--- src/sv/iorf_pkg.sv ---
// Package for the I/O register file with byte DMA.
// Holds command and result-kind codes, port addresses, the store access struct
// and the port read mask function. No dependencies.
package iorf_pkg;

    // Input commands (2 bits; the fourth code means nothing and is dropped)
    localparam logic [1:0] CMD_READ  = 2'd0;
    localparam logic [1:0] CMD_WRITE = 2'd1;
    localparam logic [1:0] CMD_DATA  = 2'd2;

    // Result kinds
    typedef enum logic [2:0] {
        KIND_RDATA = 3'd0,
        KIND_MRD   = 3'd1,
        KIND_MWR   = 3'd2,
        KIND_ARD   = 3'd3,
        KIND_AWR   = 3'd4
    } t_kind;

    // Ports with special behavior
    localparam logic [7:0] PORT_SRC_LO  = 8'h40;
    localparam logic [7:0] PORT_SRC_MID = 8'h41;
    localparam logic [7:0] PORT_DST_LO  = 8'h44;
    localparam logic [7:0] PORT_DST_MID = 8'h45;
    localparam logic [7:0] PORT_CNT_LO  = 8'h46;
    localparam logic [7:0] PORT_CNT_HI  = 8'h47;
    localparam logic [7:0] PORT_DMA_CTL = 8'h48;
    localparam logic [7:0] PORT_AUD_W   = 8'h52;
    localparam logic [7:0] PORT_AUD_LO  = 8'h80;
    localparam logic [7:0] PORT_AUD_HI  = 8'h94;
    localparam logic [7:0] PORT_INT_ACK = 8'hB6;
    localparam logic [7:0] DMA_START_BIT = 8'h80;

    // Store access request from the controller
    typedef struct packed {
        logic       we;
        logic [7:0] waddr;
        logic [7:0] wdata;
        logic       re;
        logic [7:0] raddr;
    } t_mem_req;

    function automatic logic is_audio_read(input logic [7:0] p);
        return (p inside {[PORT_AUD_LO:PORT_AUD_HI]});
    endfunction

    function automatic logic is_audio_write(input logic [7:0] p);
        return (p == PORT_AUD_W) || (p inside {[PORT_AUD_LO:PORT_AUD_HI]});
    endfunction

    // Fixed per-port read masks and constants
    function automatic logic [7:0] read_mask(input logic [7:0] p, input logic [7:0] s);
        logic [7:0] r;
        case (p)
            8'hAA:                                     r = 8'hFF;
            8'hB3, 8'hBA, 8'hBB, 8'hC4, 8'hC5, 8'hCB: r = 8'h00;
            8'hBE, 8'hC8:                              r = s | 8'h03;
            8'hC0:                                     r = (s & 8'h0F) | 8'h20;
            8'hCA:                                     r = s | 8'h80;
            default:                                   r = s;
        endcase
        return r;
    endfunction

endpackage

--- src/sv/iorf_store.sv ---
// 256 x 8 register store: one write port, one read port, registered read data.
// Entries read as zero until first written after reset. Uses iorf_pkg.
module iorf_store (
    input  logic               i_clk,
    input  logic               i_rst_n,
    input  iorf_pkg::t_mem_req i_req,
    output logic [7:0]         o_rdata
);

    logic [7:0] mem [256];
    logic [255:0] r_valid;
    logic [7:0] r_rdata;
    logic       r_rvalid;

    // Per-entry written flags, cleared by reset
    always_ff @(posedge i_clk) begin
        if (!i_rst_n) begin
            r_valid <= '0;
        end else if (i_req.we) begin
            r_valid[i_req.waddr] <= 1'b1;
        end
    end

    // Storage array
    always_ff @(posedge i_clk) begin
        if (i_req.we) begin
            mem[i_req.waddr] <= i_req.wdata;
        end
    end

    // Registered read; data holds while no read is issued
    always_ff @(posedge i_clk) begin
        if (i_req.re) begin
            r_rdata  <= mem[i_req.raddr];
            r_rvalid <= r_valid[i_req.raddr];
        end
    end

    assign o_rdata = r_rvalid ? r_rdata : 8'h00;

endmodule

--- src/sv/iorf_ctrl.sv ---
// Controller: port command decode, DMA sequencer and output register.
// Drives the register store through iorf_pkg::t_mem_req. Uses iorf_pkg.
module iorf_ctrl (
    input  logic               i_clk,
    input  logic               i_rst_n,
    // input items
    input  logic               i_in_valid,
    output logic               o_in_ready,
    input  logic [1:0]         i_command,
    input  logic [7:0]         i_port,
    input  logic [7:0]         i_value,
    // result items
    output logic               o_out_valid,
    input  logic               i_out_ready,
    output logic [2:0]         o_kind,
    output logic [19:0]        o_address,
    output logic [7:0]         o_data,
    output logic               o_last,
    // store
    output iorf_pkg::t_mem_req o_mem,
    input  logic [7:0]         i_rdata
);

    typedef enum logic [6:0] {
        ST_IDLE  = 7'b0000001,
        ST_RD    = 7'b0000010,
        ST_B6    = 7'b0000100,
        ST_LOAD  = 7'b0001000,
        ST_START = 7'b0010000,
        ST_REQ   = 7'b0100000,
        ST_FIN   = 7'b1000000
    } t_state;

    t_state r_state, n_state;
    logic [3:0]  r_step, n_step;
    logic [7:0]  r_port, n_port;
    logic [7:0]  r_value, n_value;
    logic        r_busy, n_busy;
    logic [19:0] r_src, n_src;
    logic [19:0] r_dst, n_dst;
    logic [15:0] r_rem, n_rem;

    logic        r_out_valid, n_out_valid;
    logic [2:0]  r_kind, n_kind;
    logic [19:0] r_addr, n_addr;
    logic [7:0]  r_data, n_data;
    logic        r_last, n_last;

    logic out_free;
    logic accept;
    logic [2:0] cap_idx;

    assign out_free   = !r_out_valid || i_out_ready;
    assign o_in_ready = (r_state == ST_IDLE) && out_free;
    assign accept     = i_in_valid && o_in_ready;
    assign cap_idx    = 3'(r_step - 4'd1);

    // Next-state logic
    always_comb begin
        n_state     = r_state;
        n_step      = r_step;
        n_port      = r_port;
        n_value     = r_value;
        n_busy      = r_busy;
        n_src       = r_src;
        n_dst       = r_dst;
        n_rem       = r_rem;
        n_out_valid = r_out_valid && !i_out_ready;
        n_kind      = r_kind;
        n_addr      = r_addr;
        n_data      = r_data;
        n_last      = r_last;
        o_mem       = '0;

        case (r_state)
            ST_IDLE: begin
                if (accept) begin
                    n_port  = i_port;
                    n_value = i_value;
                    case (i_command)
                        iorf_pkg::CMD_DATA: begin
                            if (r_busy) begin
                                // forward returned byte to destination
                                n_out_valid = 1'b1;
                                n_kind = iorf_pkg::KIND_MWR;
                                n_addr = r_dst;
                                n_data = i_value;
                                n_last = (r_rem == 16'd1);
                                n_src  = r_src + 20'd1;
                                n_dst  = r_dst + 20'd1;
                                n_rem  = r_rem - 16'd1;
                                n_step = '0;
                                n_state = (r_rem == 16'd1) ? ST_FIN : ST_REQ;
                            end
                        end
                        iorf_pkg::CMD_READ: begin
                            if (!r_busy) begin
                                if (iorf_pkg::is_audio_read(i_port)) begin
                                    n_out_valid = 1'b1;
                                    n_kind = iorf_pkg::KIND_ARD;
                                    n_addr = {12'd0, i_port};
                                    n_data = 8'h00;
                                    n_last = 1'b1;
                                end else begin
                                    o_mem.re    = 1'b1;
                                    o_mem.raddr = i_port;
                                    n_state     = ST_RD;
                                end
                            end
                        end
                        iorf_pkg::CMD_WRITE: begin
                            if (!r_busy) begin
                                if (iorf_pkg::is_audio_write(i_port)) begin
                                    n_out_valid = 1'b1;
                                    n_kind = iorf_pkg::KIND_AWR;
                                    n_addr = {12'd0, i_port};
                                    n_data = i_value;
                                    n_last = 1'b1;
                                end else if (i_port == iorf_pkg::PORT_INT_ACK) begin
                                    o_mem.re    = 1'b1;
                                    o_mem.raddr = i_port;
                                    n_state     = ST_B6;
                                end else if (i_port == iorf_pkg::PORT_DMA_CTL &&
                                             (i_value & iorf_pkg::DMA_START_BIT) != 8'h00) begin
                                    n_step  = '0;
                                    n_state = ST_LOAD;
                                end else begin
                                    o_mem.we    = 1'b1;
                                    o_mem.waddr = i_port;
                                    o_mem.wdata = i_value;
                                end
                            end
                        end
                        default: ;
                    endcase
                end
            end

            // masked port read data
            ST_RD: begin
                if (out_free) begin
                    n_out_valid = 1'b1;
                    n_kind  = iorf_pkg::KIND_RDATA;
                    n_addr  = '0;
                    n_data  = iorf_pkg::read_mask(r_port, i_rdata);
                    n_last  = 1'b1;
                    n_state = ST_IDLE;
                end
            end

            // interrupt acknowledge: clear bits written as 1
            ST_B6: begin
                o_mem.we    = 1'b1;
                o_mem.waddr = iorf_pkg::PORT_INT_ACK;
                o_mem.wdata = i_rdata & ~r_value;
                n_state     = ST_IDLE;
            end

            // read 0x40..0x47, capturing each byte in the step after its read
            ST_LOAD: begin
                if (r_step != 4'd8) begin
                    o_mem.re    = 1'b1;
                    o_mem.raddr = iorf_pkg::PORT_SRC_LO + {5'd0, r_step[2:0]};
                end
                if (r_step != 4'd0) begin
                    case (cap_idx)
                        3'd0:    n_src[7:0]   = i_rdata;
                        3'd1:    n_src[15:8]  = i_rdata;
                        3'd2:    n_src[19:16] = i_rdata[3:0];
                        3'd3:    n_dst[19:16] = i_rdata[3:0];
                        3'd4:    n_dst[7:0]   = i_rdata;
                        3'd5:    n_dst[15:8]  = i_rdata;
                        3'd6:    n_rem[7:0]   = i_rdata;
                        default: n_rem[15:8]  = i_rdata;
                    endcase
                end
                n_step = r_step + 4'd1;
                if (r_step == 4'd8) begin
                    n_state = ST_START;
                end
            end

            // zero count ends at once; otherwise first read request
            ST_START: begin
                if (r_rem == 16'd0) begin
                    o_mem.we    = 1'b1;
                    o_mem.waddr = iorf_pkg::PORT_DMA_CTL;
                    o_mem.wdata = 8'h00;
                    n_state     = ST_IDLE;
                end else if (out_free) begin
                    o_mem.we    = 1'b1;
                    o_mem.waddr = iorf_pkg::PORT_DMA_CTL;
                    o_mem.wdata = r_value;
                    n_busy      = 1'b1;
                    n_out_valid = 1'b1;
                    n_kind  = iorf_pkg::KIND_MRD;
                    n_addr  = r_src;
                    n_data  = 8'h00;
                    n_last  = 1'b1;
                    n_state = ST_IDLE;
                end
            end

            // next read request after a memory write
            ST_REQ: begin
                if (out_free) begin
                    n_out_valid = 1'b1;
                    n_kind  = iorf_pkg::KIND_MRD;
                    n_addr  = r_src;
                    n_data  = 8'h00;
                    n_last  = 1'b1;
                    n_state = ST_IDLE;
                end
            end

            // write back count, addresses and control, one entry a cycle
            ST_FIN: begin
                o_mem.we = 1'b1;
                case (r_step[2:0])
                    3'd0: begin
                        o_mem.waddr = iorf_pkg::PORT_CNT_LO;
                        o_mem.wdata = 8'h00;
                    end
                    3'd1: begin
                        o_mem.waddr = iorf_pkg::PORT_CNT_HI;
                        o_mem.wdata = 8'h00;
                    end
                    3'd2: begin
                        o_mem.waddr = iorf_pkg::PORT_SRC_LO;
                        o_mem.wdata = r_src[7:0];
                    end
                    3'd3: begin
                        o_mem.waddr = iorf_pkg::PORT_SRC_MID;
                        o_mem.wdata = r_src[15:8];
                    end
                    3'd4: begin
                        o_mem.waddr = iorf_pkg::PORT_DST_LO;
                        o_mem.wdata = r_dst[7:0];
                    end
                    3'd5: begin
                        o_mem.waddr = iorf_pkg::PORT_DST_MID;
                        o_mem.wdata = r_dst[15:8];
                    end
                    default: begin
                        o_mem.waddr = iorf_pkg::PORT_DMA_CTL;
                        o_mem.wdata = 8'h00;
                    end
                endcase
                n_step = r_step + 4'd1;
                if (r_step == 4'd6) begin
                    n_busy  = 1'b0;
                    n_rem   = '0;
                    n_state = ST_IDLE;
                end
            end

            default: n_state = ST_IDLE;
        endcase
    end

    // Control registers
    always_ff @(posedge i_clk) begin
        if (!i_rst_n) begin
            r_state     <= ST_IDLE;
            r_step      <= '0;
            r_busy      <= 1'b0;
            r_src       <= '0;
            r_dst       <= '0;
            r_rem       <= '0;
            r_out_valid <= 1'b0;
        end else begin
            r_state     <= n_state;
            r_step      <= n_step;
            r_busy      <= n_busy;
            r_src       <= n_src;
            r_dst       <= n_dst;
            r_rem       <= n_rem;
            r_out_valid <= n_out_valid;
        end
    end

    // Payload registers
    always_ff @(posedge i_clk) begin
        r_port  <= n_port;
        r_value <= n_value;
        r_kind  <= n_kind;
        r_addr  <= n_addr;
        r_data  <= n_data;
        r_last  <= n_last;
    end

    assign o_out_valid = r_out_valid;
    assign o_kind      = r_kind;
    assign o_address   = r_addr;
    assign o_data      = r_data;
    assign o_last      = r_last;

endmodule

--- src/sv/io_register_file_with_dma.sv ---
// I/O register file with byte DMA: a 256 x 8 store on an 8-bit port bus, kept in
// one synchronous memory and accessed one item at a time. Port writes and audio
// forwards finish when the item is accepted; port reads and interrupt-acknowledge
// writes (0xB6) also wait for the registered memory read; DMA data bytes that leave
// bytes to copy do the memory write, then the next read request; a DMA start does
// eight store reads of 0x40..0x47, captures the last one and takes one start step,
// and the last DMA byte does seven write-backs through the single store write port.
// Output stalls add cycles. Store entries read as zero after reset. Port accesses
// during a DMA are dropped without result.
// Depends on iorf_pkg, iorf_ctrl and iorf_store.
module io_register_file_with_dma (
    input  logic        i_clk,
    input  logic        i_rst_n,
    input  logic        s_axis_tvalid,
    output logic        s_axis_tready,
    input  logic [15:0] s_axis_tdata,   // [7:0] port, [15:8] value
    input  logic [1:0]  s_axis_tuser,   // [1:0] command
    output logic        m_axis_tvalid,
    input  logic        m_axis_tready,
    output logic [31:0] m_axis_tdata,   // [19:0] address, [27:20] data, [31:28] zero
    output logic [2:0]  m_axis_tuser,   // [2:0] kind
    output logic        m_axis_tlast    // last result of an input item
);

    iorf_pkg::t_mem_req mem_req;
    logic [7:0]  rdata;
    logic [19:0] out_addr;
    logic [7:0]  out_data;

    iorf_ctrl u_ctrl (
        .i_clk       (i_clk),
        .i_rst_n     (i_rst_n),
        .i_in_valid  (s_axis_tvalid),
        .o_in_ready  (s_axis_tready),
        .i_command   (s_axis_tuser),
        .i_port      (s_axis_tdata[7:0]),
        .i_value     (s_axis_tdata[15:8]),
        .o_out_valid (m_axis_tvalid),
        .i_out_ready (m_axis_tready),
        .o_kind      (m_axis_tuser),
        .o_address   (out_addr),
        .o_data      (out_data),
        .o_last      (m_axis_tlast),
        .o_mem       (mem_req),
        .i_rdata     (rdata)
    );

    iorf_store u_store (
        .i_clk   (i_clk),
        .i_rst_n (i_rst_n),
        .i_req   (mem_req),
        .o_rdata (rdata)
    );

    assign m_axis_tdata = {4'd0, out_data, out_addr};

endmodule

--- config.mk ---
export PLATFORM = sky130hd
export DESIGN_NAME = io_register_file_with_dma
export DESIGN_NICKNAME = d
export VERILOG_FILES = /design/src/sv/iorf_pkg.sv /design/src/sv/iorf_store.sv /design/src/sv/iorf_ctrl.sv /design/src/sv/io_register_file_with_dma.sv
export SDC_FILE = /design/constraint.sdc
export NUM_CORES = 2
export LEC_CHECK = 0
export CAP_MARGIN = 5
export CORE_MARGIN = 2
export CORE_UTILIZATION = 50
export DETAILED_ROUTE_END_ITERATION = 7
export DONT_BUFFER_PORTS = 1
export REMOVE_ABC_BUFFERS = 1
export SYNTH_ARGS = -nofsm -noshare
export SYNTH_HDL_FRONTEND = slang
export SYNTH_SLANG_ARGS = --single-unit
--- constraint.sdc ---
create_clock -name i_clk -period 56.7 [get_ports i_clk]
set_clock_uncertainty 0.15 [all_clocks]
set_input_delay 8.505 -clock i_clk [delete_from_list [all_inputs] [get_ports i_clk]]
set_output_delay 8.505 -clock i_clk [all_outputs]
set_load 0.1 [all_outputs]
After elaboration in Yosys (flattened, before gate mapping)
Memories as Yosys holds them, arrays and structs flattened. A register that Yosys moved wholly into a read port is not among the register bits.
Index checks and enable logic that the tools add are counted.
- RAM bits: 2048
- logic and storage cells: 270
- memories kept: 1
- input bits: 22
- output and inout port bits: 38
- bits in registers: 374
- memory list (memory ; words ; bits a word ; rd ports ; clocked after Yosys merged registers in ; wr ports ; line ; RTL):
    u_store.mem ; 256 ; 8 ; 1 ; 1 ; 1 ; iorf_store.sv:10 ; logic [7:0] mem [256];
- add/sub/neg operators: 6
- mux-type cells: 128
- bitwise operators: 3
- equal/unequal tests: 67
- reduce and logical (&&, ||, !) cells: 40
- magnitude comparators: 5
- operators with widths (kind ; number):
    $mux 20 ; 17
    $or 256x256->256 ; 1
    $mux 8 ; 16
    $eq 8x8->1 const B ; 12
    $mux 7 ; 13
    $mux 17 ; 5
    $mux 16 ; 5
    $pmux 20 s2 ; 2
    $pmux 20 s4 ; 1
    $mux 26 ; 3
    $pmux 12 s6 ; 1
    $pmux 17 s4 ; 1
    $pmux 20 s3 ; 1
    $pmux 16 s3 ; 1
    $add 20x1->20 const B ; 2
    $pmux 8 s5 ; 1
    $mux 9 ; 4
    $pmux 9 s2 ; 2
    $reduce_and 6->1 ; 6
    $pmux 7 s5 ; 1
    $mux 4 ; 8
    $pmux 8 s4 ; 1
    $mux 3 ; 9
    $ne 3x3->1 const B ; 9
    58 further kinds ; 127

Longest topological paths before layout
- depth after elaboration: 14
- depth in mapped cells: 20
- mapped depth without buffers: 13

Hierarchy
A second synthesis with hierarchy kept.
- cell total of the unflattened synthesis: 5305
- area, all modules: 96472.5 um^2
- by module, submodules not included (module ; seq. area each (um^2) ; area each (um^2) ; times used ; cells an instance):
    iorf_store ; 66894.2 ; 88972.8 ; 1 ; 4437
    iorf_ctrl ; 2822.7 ; 7465.9 ; 1 ; 863
    io_register_file_with_dma ; 0.0 ; 33.8 ; 1 ; 5

Worst setup path after synthesis
OpenSTA, ideal clock, no wires.
- path kind: input -> register
- start point: input m_axis_tready
- end point: memory u_store.mem[0][0], data pin
- data arrival time: 18620 ps
- stages: 4
- data required time: 54486 ps
- buffers on the path: 0
- setup slack: 35866 ps
- library setup time: 2064 ps
- cell sequence: nor2b_1 nor3b_1 nor2b_1 o21ai_0
- RTL lines (element ; line ; RTL):
    start, declared ; io_register_file_with_dma.sv:19 ; input logic m_axis_tready,
    end, declared ; iorf_store.sv:10 ;

Worst setup path in the final report
- start point: input m_axis_tready
- end point: output s_axis_tready
- word-level cells in the longest chain between the ends: 2
- RTL lines (element ; line ; RTL):
    $logic_or 1x1->1 ; iorf_ctrl.sv:53 ; assign out_free = !r_out_valid || i_out_ready;
    $logic_and 1x1->1 ; iorf_ctrl.sv:54 ; assign o_in_ready = (r_state == ST_IDLE) && out_free;
    end, declared ; io_register_file_with_dma.sv:15 ; output logic s_axis_tready,
No other way between the ends.

==> metrics.yaml <==
status: "completed"
drive_gt1_frac: 0.0735
grt.overflow.total: 0
crit_slowest_cell: "nor2_2"
crit_type: "input port to primary output"
synthDistinctLibCells: 94
ys.warnings.count: 0
synth_edf_count: 2017
grt_pass1_wl_mm: 460
vias: 67880
power.net_switching_uw: 1010
min_period_ns: 18.15
drc: 0
synthFlopType: "edfxtp_1"
num_io_pins: 60
hpwl_mm: 193
drt-pass1-iter-count: 6
reg2reg_depth: 13
fmax_ghz: 0.0551
fin_area_um2: 106000
synth_area_leader_cell: "edfxtp_1"
pre_cts_ws_ns: 38.55
drt-total-wl_mm: 326
max_slew.worst_pin.slew_ns: 1.42
p_comb_frac: 0.089
finalHoldViolations: 0
clk_path_buf_depth: 3
start_util: 0.502
post-cts-setup-buffer-count: 0
netSwitchingFraction: 0.260
crit_path_cell_trace: "nor2b_1 -> nor2_2"
grt_max_degree: 229
yosysMostFrequentCell: "nand2_1"
drt_iter0_drc: 9670
yosysSeqAreaShare: 0.699
nets: 7978
tns_ns: 0
startpoint_type: "input port"
worst_slack_ns: 38.55
grt_antenna_before_repair: 28
rsz0062_at_grt: "no"
core_um2: 190000
p_int_uw: 2880
finalCritPeriodShare: 0.320
place_congestion: 0.942
synth_top_area_frac: 0.635
syn_avg_cell_area_um2: 12.0
hold_path_end: "u_store.r_valid[148]$_SDFFE_PN0P_"
cts.reportedPaths.clkPinSlew_ns: 0.06
yosys-top-cells-count: "nand2_1 (2136), edfxtp_1 (2017), nand3_1 (704), nor2_1 (439), dfxtp_1 (309)"
cts_tree: "done"
post_drt_wl_per_cell_um: 30.6
holdPathStages: 1
nFillCells: 15719
grt_pass1_vias: 61904
endpoint_kind: "primary output"
ir_drop_mv: 0.0277
ctsHoldBuffers: 0
via_per_inst: 6.36
syn-cell-area_um2: 95500
die_y_um: 441
crit_path_max_fanout: 7
setup_violations: 0
cts_made_buffers: 231
htree_levels: 4
worst_r2r_endpoint: "u_store.r_rdata[3]$_DFFE_PP_"
placed_area_um2: 98000
area_delta_synth_final_pct: 10.8
seqPwrFrac: 0.510
async_reset_ff_frac: 0
drtAntennaViolNets: 0
cts_root_buffer: "clkbuf_16"
cpPeakStageDelay_ns: 0.86
cp.arrival_ns: 9.49
hp-class: "register to register"
postSynthCellCount: 7976
dieWidth_um: 441
clk_latency_ns: 0.91
grt_use_total: 0.331
port_buffers: 0
dieArea_um2: 194000
drv_cap: 0
min_from: "u_store.r_valid[148]$_SDFFE_PN0P_"
fp-row-count: 160
maxSlewViolCount: 0
critPathRequiredTime_ns: 48.05
leakage_uw: 0.0363
cts.sinks: 2326
cts.repair.resized: 0
cp_top_family: "simple AND/OR/NAND/NOR gates"
slew-limit-headroom: 0.0548
critPathBufInv: 0
ys_top_cells_by_area: "edfxtp_1 (63%), nand2_1 (8.4%), dfxtp_1 (6.5%)"
reg2reg_from: "u_ctrl.o_out_valid$_SDFF_PN0_"
rrSetupSlack_ns: 49.17
p_clk_frac: 0.401
power.density_nw_per_um2: 36.7
yosys_register_bits: 2326
[logic make-up (layout without fill, tap and decap cells)]
logic type,count (synthesis),after routing,synth area share
AOI/OAI and AO/OA,1230,1230,0.0876
buffers and inverters,557,631,0.0292
DFF,2326,2326,0.699
and+or+nand+nor,3726,3726,0.168
xor gates and xnor gates,1,1,0.0000918
adders and majority gates,21,21,0.00275
other,1,110,0.0000393
muxes,114,114,0.0128
[worst max-delay path by stage]
stage / startpoint / end / slack [ns] / depth (start not counted)
after floorplan: s_axis_tdata[1] / u_store.r_rdata[6]$_DFFE_PP_ / 31.85 / 10
after global placement: m_axis_tready / s_axis_tready / 38.56 / 2
after detailed placement: m_axis_tready / s_axis_tready / 38.55 / 2
after CTS: m_axis_tready / s_axis_tready / 38.55 / 2
after global routing: m_axis_tready / s_axis_tready / 38.53 / 2
final: m_axis_tready / s_axis_tready / 38.55 / 2
[registers in the layout, indices dropped and copies added, names as in the netlist, 3 cells and up]
| signal | count |
|---|---|
| u_ctrl.r_port | 8 |
| u_store.r_rdata | 8 |
| u_ctrl.r_dst | 20 |
| u_ctrl.r_src | 20 |
| u_store.mem | 1960 |
| u_ctrl.r_rem | 16 |
| u_ctrl.o_kind | 3 |
| u_ctrl.r_state | 7 |
| u_ctrl.o_data | 8 |
| u_ctrl.r_step | 4 |
| u_store.r_valid | 240 |
| u_ctrl.r_value | 8 |
| u_ctrl.o_address | 20 |
[per-stage QoR]
stage | cells | utilization | power (uW) | hold WS (ns)
2_1_floorplan | 7532 | - | 2280 | 0.280
3_3_place_gp | 10213 | 0.516 | 2350 | 0.293
3_5_place_dp | 10213 | 0.516 | 2360 | 0.298
4_1_cts | 10652 | 0.556 | 3890 | 0.312
5_1_grt | 10657 | 0.556 | 3980 | 0.325
6_report | 10670 | 0.557 | 3880 | 0.314
[layer usage]
layer | global-route usage | vias to the layer above | routed length [um]
li1 | - | 29074 | -
met1 | 0.462 | 33848 | 128000
met2 | 0.490 | 4128 | 143000
met3 | 0.0756 | 812 | 37800
met4 | 0.160 | 18 | 17200
met5 | 0 | - | 124
[final cells by class]
type	count	area [um2]	area share
sequential	2326	66800	0.631
multi-input combinational	5184	26500	0.251
clock buffer	324	6490	0.0614
tap	2511	3140	0.0297
timing repair buffer	170	1490	0.0141
clock inverter	115	1210	0.0114
inverter	22	83.8	0.000793
antenna	18	45.0	0.000426
[power by group through the flow]
| stage | Clock (uW) | Sequential [uW] | Combinational, uW |
|---|---|---|---|
| finish | 1560 | 1980 | 348 |
| global route | 1630 | 1980 | 366 |
| CTS | 1570 | 1980 | 342 |
| detailed placement | 0 | 2020 | 340 |
| global placement | 0 | 2010 | 336 |
| floorplan | 0 | 2040 | 242 |
[placed cells by master, fill, tap and decap left out, types with 92 or more instances in the layout]
cell,instances
o21a_1,211
clkbuf_16,235
nand3_1,703
nor2_1,425
a31oi_1,174
conb_1,92
a21oi_1,279
dfxtp_1,309
and3_1,186
edfxtp_1,2017
o21ai_0,139
a311oi_1,123
mux2i_1,107
nand2_1,2127
buf_4,153
Power figures use the tool's default switching activity.
